[src/rtl/pagerank_pull_accumulate_top_macros.svh]
// Assertion macros for the PageRank pull accumulator.
// Used by the top level only; needs nothing else.
`ifndef PAGERANK_PULL_ACCUMULATE_TOP_MACROS_SVH
`define PAGERANK_PULL_ACCUMULATE_TOP_MACROS_SVH

// Same-cycle implication, checked out of reset.
`define PPRK_ASSERT_NOW(label, clk, rst_n, ante, cons, msg) \
    label: assert property (@(posedge clk) disable iff (!rst_n) (ante) |-> (cons)) \
        else $error(msg);

// Next-cycle implication, checked out of reset.
`define PPRK_ASSERT_NEXT(label, clk, rst_n, ante, cons, msg) \
    label: assert property (@(posedge clk) disable iff (!rst_n) (ante) |=> (cons)) \
        else $error(msg);

`endif

[src/rtl/pprk_pkg.sv]
// Shared types and constants of the PageRank pull accumulator.
// Used by pprk_div and pagerank_pull_accumulate_top; depends on nothing.
package pprk_pkg;

    localparam int VERTEX_DEPTH = 65536;
    localparam int INDEX_W      = 16;
    localparam int INDEX_SPAN   = 1 << INDEX_W;
    // Vertex indexes are 16 bits, so no more entries than that can be addressed.
    localparam int MEM_DEPTH    = (VERTEX_DEPTH > INDEX_SPAN) ? INDEX_SPAN : VERTEX_DEPTH;
    localparam int ADDR_W       = $clog2(MEM_DEPTH);

    localparam int RANK_W  = 32;
    localparam int DEG_W   = 24;
    localparam int SUM_W   = 48;
    localparam int SEQ_W   = 16;
    localparam int FRAC_W  = 31;

    localparam logic [1:0] OP_WRITE = 2'd0;
    localparam logic [1:0] OP_EDGE  = 2'd1;
    localparam logic [1:0] OP_EMPTY = 2'd2;

    localparam logic REG_TELEPORT = 1'b0;
    localparam logic REG_DAMPING  = 1'b1;

    localparam logic [31:0] DAMPING_RESET = 32'd1825361101;

    typedef struct packed {
        logic [1:0]         op;
        logic [INDEX_W-1:0] vertex_index;
        logic [RANK_W-1:0]  rank_value;
        logic [DEG_W-1:0]   out_degree;
        logic               last;
    } t_item;

    typedef struct packed {
        logic [RANK_W-1:0] new_rank;
        logic [SEQ_W-1:0]  dest_seq;
        logic              saturated;
    } t_result;

    typedef struct packed {
        logic              start;
        logic [RANK_W-1:0] dividend;
        logic [DEG_W-1:0]  divisor;
    } t_div_req;

    typedef struct packed {
        logic              busy;
        logic              done;
        logic [RANK_W-1:0] quotient;
    } t_div_rsp;

endpackage

[src/rtl/pprk_div.sv]
// Restoring divider, one quotient bit per cycle: rank word over degree.
// Depends on pprk_pkg for widths and the request and response structs.
module pprk_div (
    input  logic               i_clk,
    input  logic               i_rst_n,
    input  pprk_pkg::t_div_req i_req,
    output pprk_pkg::t_div_rsp o_rsp
);

    localparam int CNT_W = $clog2(pprk_pkg::RANK_W);

    logic                        r_running;
    logic                        r_done;
    logic [CNT_W-1:0]            r_cnt;
    logic [pprk_pkg::RANK_W-1:0] r_quo;
    logic [pprk_pkg::DEG_W-1:0]  r_rem;
    logic [pprk_pkg::DEG_W-1:0]  r_dvs;

    logic [pprk_pkg::DEG_W:0]    trial;
    logic                        ge;
    logic [pprk_pkg::DEG_W:0]    diff;

    always_comb begin
        trial = {r_rem, r_quo[pprk_pkg::RANK_W-1]};
        ge    = trial >= {1'b0, r_dvs};
        diff  = trial - {1'b0, r_dvs};
    end

    always_ff @(posedge i_clk) begin
        if (!i_rst_n) begin
            r_running <= 1'b0;
            r_done    <= 1'b0;
            r_cnt     <= '0;
        end else begin
            r_done <= 1'b0;
            if (i_req.start) begin
                r_running <= 1'b1;
                r_cnt     <= '0;
                r_quo     <= i_req.dividend;
                r_rem     <= '0;
                r_dvs     <= i_req.divisor;
            end else if (r_running) begin
                // The partial remainder always stays below the divisor.
                r_rem <= ge ? diff[pprk_pkg::DEG_W-1:0] : trial[pprk_pkg::DEG_W-1:0];
                r_quo <= {r_quo[pprk_pkg::RANK_W-2:0], ge};
                r_cnt <= r_cnt + 1'b1;
                if (r_cnt == CNT_W'(pprk_pkg::RANK_W - 1)) begin
                    r_running <= 1'b0;
                    r_done    <= 1'b1;
                end
            end
        end
    end

    assign o_rsp.busy     = r_running;
    assign o_rsp.done     = r_done;
    assign o_rsp.quotient = r_quo;

endmodule

[config.mk]
export PLATFORM = sky130hd
export DESIGN_NAME = pprk_div
export DESIGN_NICKNAME = d
export VERILOG_FILES = /design/src/rtl/pagerank_pull_accumulate_top_macros.svh /design/src/rtl/pprk_pkg.sv /design/src/rtl/pprk_div.sv
export SDC_FILE = /design/constraint.sdc
export NUM_CORES = 1
export LEC_CHECK = 0
export BUFFER_PORTS_ARGS = -buffer_cell sky130_fd_sc_hd__buf_2
export CORE_ASPECT_RATIO = 0.8
export CORE_MARGIN = 4
export CORE_UTILIZATION = 44
export DETAILED_ROUTE_END_ITERATION = 8
export GPL_ROUTABILITY_DRIVEN = 0
export PLACE_DENSITY_LB_ADDON = 0.2
export REMOVE_ABC_BUFFERS = 1
export SKIP_LAST_GASP = 1
export SYNTH_ARGS = -nofsm -noshare
export SYNTH_HDL_FRONTEND = slang
export SYNTH_SLANG_ARGS = --single-unit
export TNS_END_PERCENT = 5
[constraint.sdc]
create_clock -name i_clk -period 6.8 [get_ports i_clk]
set_input_delay 1.02 -clock i_clk [delete_from_list [all_inputs] [get_ports i_clk]]
set_output_delay 1.02 -clock i_clk [all_outputs]
set_load 0.05 [all_outputs]
==> results.md <==
Timing:
- In this run the tightest slew margin relative to its limit is 0.520.
- The final period utilization is 0.482.
- The achievable frequency is 0.305 GHz.
- Setup repair after global routing left no endpoint under its margin.
- The pin slew with the least headroom to its limit is 0.702 ns.
- Setup violations remaining at the end of the flow were counted as 0.
- The final count of pins violating max slew was 0.
- After routing, the total negative slack on setup checks comes to 0 ns.
- The clock period minus worst slack is 3.27 ns.
- The number of hold violations in the final report is 0.
- Between clock sinks in the finished design, the worst skew comes to 0.0115 ns.

Yosys:
- For this run, the register share of the synthesized area comes to 0.532.
- After synthesis, the share of flip-flops with an asynchronous set or reset is 0.
- Synthesis handed over a netlist of 420 instances.
- The library cell with the highest instance count after synthesis is sky130_fd_sc_hd__edfxtp_1.
- sky130_fd_sc_hd__edfxtp_1 takes more of the synthesized area than any other cell.
- After synthesis the cells add up to 0.00478 mm2.
- Of the post-synthesis cell area, the dominant cell type holds 0.503.
- For this run, the number of Yosys warnings is 0.
- For this run, the leading register cell type out of synthesis is sky130_fd_sc_hd__edfxtp_1.
- The post-synthesis register bit count is 87.
- The synthesized netlist contains 50 unique library cells.
- The mean cell area of the mapped netlist is 11.4 um2.
- The number of flops mapped to enable cells by yosys is 80.
- By area the synthesized netlist is led by sky130_fd_sc_hd__edfxtp_1, sky130_fd_sc_hd__mux2_2, sky130_fd_sc_hd__ha_1.
- In the synthesized netlist, the cells that appear most often are sky130_fd_sc_hd__edfxtp_1, sky130_fd_sc_hd__nand2_1, sky130_fd_sc_hd__a21oi_1.

Power and ir drop:
- The leakage power total is 2.39 nW.
- The power density relative to cell area is 266 mW/mm2.
- The design draws 1.50 mW.
- The peak ir drop on the vdd network is 162 uV.

Global routing:
- Across every metal layer, demand over resource in global routing totals 0.158.
- The number of antenna violations at the first check in global routing is 0.
- The global-route wire length before repair is 16000 um.
- Entering global routing, the biggest net connects 57 pins.
- The via count of the first global-routing pass is 3365.
- The leftover overflow at the end of global routing is 0.

Setup path:
- Traced cell by cell, the critical path runs through ha_1 -> a21oi_1 -> o21ai_1 -> or3b_1 -> o21ai_0 -> o31a_1 -> a21oi_2 -> buf_4 -> mux2i_1 -> nor2_1.
- The worst setup path category is reg2reg.
- The worst path required time is 6.87 ns.
- Of all nets on the critical path, the largest fanout is 12.
- The worst setup path is captured at a register.
- The largest single stage delay on the critical path is 0.51 ns.
- STA puts the critical path data arrival time at 3.35 ns.
- The slowest library cell on the worst path is sky130_fd_sc_hd__a21oi_2.
- STA classifies the critical path startpoint as a register.

Placement:
- The post-detailed-placement half-perimeter wirelength is 7050 um.
- In this run the tool buffered the top-level ports with 92 buffer cells.
- The standard cell area after detailed placement is 0.00537 mm2.

Clock network:
- TritonCTS built the clock tree.
- The maximum clock path buffer count is 2.
- The root cell of the clock tree is sky130_fd_sc_hd__clkbuf_16.
- The post-CTS setup buffer count is 0.
- Clock-pin slew was measured on the worst setup and hold paths at 0.06 ns.
- The total clock sinks is 87.
- At the later pin of the worst-skew pair, clock insertion delay measures 0.35 ns.
- The number of H-tree levels is 3.
- The quantity of hold-fixing buffers added after cts is 0.
- Post-CTS repair changed the size of 0 cells.
- In this run, CTS created clock tree buffers numbering 9.

Floorplanning:
- In this run the vertical extent of the chip is 101 um.
- The die outline area is 0.0126 mm2.
- The initial standard-cell utilization of the core is 0.459.
- The row count is 33.
- The die outline width is 124 um.
- 93 I/O pins were placed.
- The core region is 0.0104 mm2.

Run:
- Across the run, the number of max-cap violations was 0.

Route:
- In this run the remaining antenna-violating nets after routing total 0.
- The DRC violations left is 0.
- After detailed routing, the average wire length per cell comes to 14.7 um.
- The total number of vias is 3369.
- The detailed-route vias per instance is 5.14.
- The first routing iteration left 145 violations.
- The overall routed net length is 9670 um.
- Before antenna repair, the detailed router went through 4 iterations.

Final layout:
- Of the cells placed in the final design, the portion with a size suffix greater than 1 is 0.285.
- The number of nets in the layout is 597.
- The final instance area is 0.00564 mm2.
- Relative to the synthesized area, the layout overhead comes to 18.0%.
- The repair_antennas step left the layout with diodes totalling 0.
- Once layout is complete, the utilization of the core stands at 0.542.

Hold path:
- The class of the worst hold path is reg2reg.

Outcome:
- The run finished with clean final reports.
-- layout by cell type, fill, tap and decap left out, types with 10 or more instances in the layout --
master	Yosys	layout
sky130_fd_sc_hd__mux2_2	32	32
sky130_fd_sc_hd__a21o_1	12	12
sky130_fd_sc_hd__nand2_1	43	43
sky130_fd_sc_hd__nor2_1	25	25
sky130_fd_sc_hd__edfxtp_1	80	80
sky130_fd_sc_hd__inv_1	32	32
sky130_fd_sc_hd__xnor2_1	10	10
sky130_fd_sc_hd__ha_1	26	26
sky130_fd_sc_hd__buf_2	3	92
sky130_fd_sc_hd__a21oi_1	35	35
sky130_fd_sc_hd__o21ai_0	12	12
-- state kept, by name, summed over array words and instances (netlist names) --
signal     cells
r_running      1
r_cnt          5
r_quo         32
r_done         1
r_rem         24
r_dvs         24
-- kinds of logic (layout without fill, tap and decap cells) --
family	count (synthesis)	in the layout	share of synthesized area
AO/OA/AOI/OAI	90	90	0.118
XOR/XNOR	19	19	0.0348
adder cells (fa/ha/maj)	27	27	0.0723
buffers and inverters	48	144	0.0416
flip-flops	87	87	0.532
multiplexers	41	41	0.0943
AND/OR/NAND/NOR	108	108	0.107
-- worst max-delay path, delay by kind of cell (launching register included) --
family,cells,cell delay [ns]
DFF,1,0.41
and+or+nand+nor,2,0.21
adders and majority gates,1,0.43
AOI/OAI and AO/OA,5,1.42
muxes,1,0.21
buffers and inverters,1,0.33
-- where the power goes --
group	internal, mW	switching, mW	total, mW
registers	0.639	0.0201	0.660
logic	0.151	0.234	0.385
clock network	0.247	0.209	0.456
total	1.04	0.463	1.50
-- worst paths after layout --
path                                 from                     end  slack [ns]  cells after the start
setup / recovery  r_rem[13]$_SDFFCE_PP0P_  r_rem[5]$_SDFFCE_PP0P_        3.53                     10
hold / removal      r_cnt[4]$_SDFFE_PP0P_   r_cnt[4]$_SDFFE_PP0P_        0.52                      2
hold reg to reg     r_cnt[4]$_SDFFE_PP0P_   r_cnt[4]$_SDFFE_PP0P_        0.52                      2
setup reg to reg  r_rem[13]$_SDFFCE_PP0P_  r_rem[5]$_SDFFCE_PP0P_        3.53                     10
-- per-layer routing --
metal / wire length, um / up-vias / GRT usage
li1: - / 1709 / -
met1: 4750 / 1566 / 0.207
met2: 4100 / 82 / 0.241
met3: 691 / 12 / 0.0596
met4: 134 / 0 / 0.0573
met5: 0 / - / 0
-- metrics by stage --
step	instances	hold slack, ns	setup WS [ns]
2_1_floorplan	404	0.467	3.75
3_3_place_gp	640	0.483	3.57
3_5_place_dp	640	0.498	3.52
4_1_cts	656	0.517	3.50
5_1_grt	656	0.537	3.27
6_report	656	0.521	3.53
-- area by class of cell --
type                    count  area (um2)
flip-flops and latches     87        2540
well taps                 140         175
multi-input cells         285        2040
inverters                  32         120
repair buffers             96         490
fillers                   928        4770
clock inverters             7        46.3
clock buffers               9         225
Power figures use the tool's default switching activity.
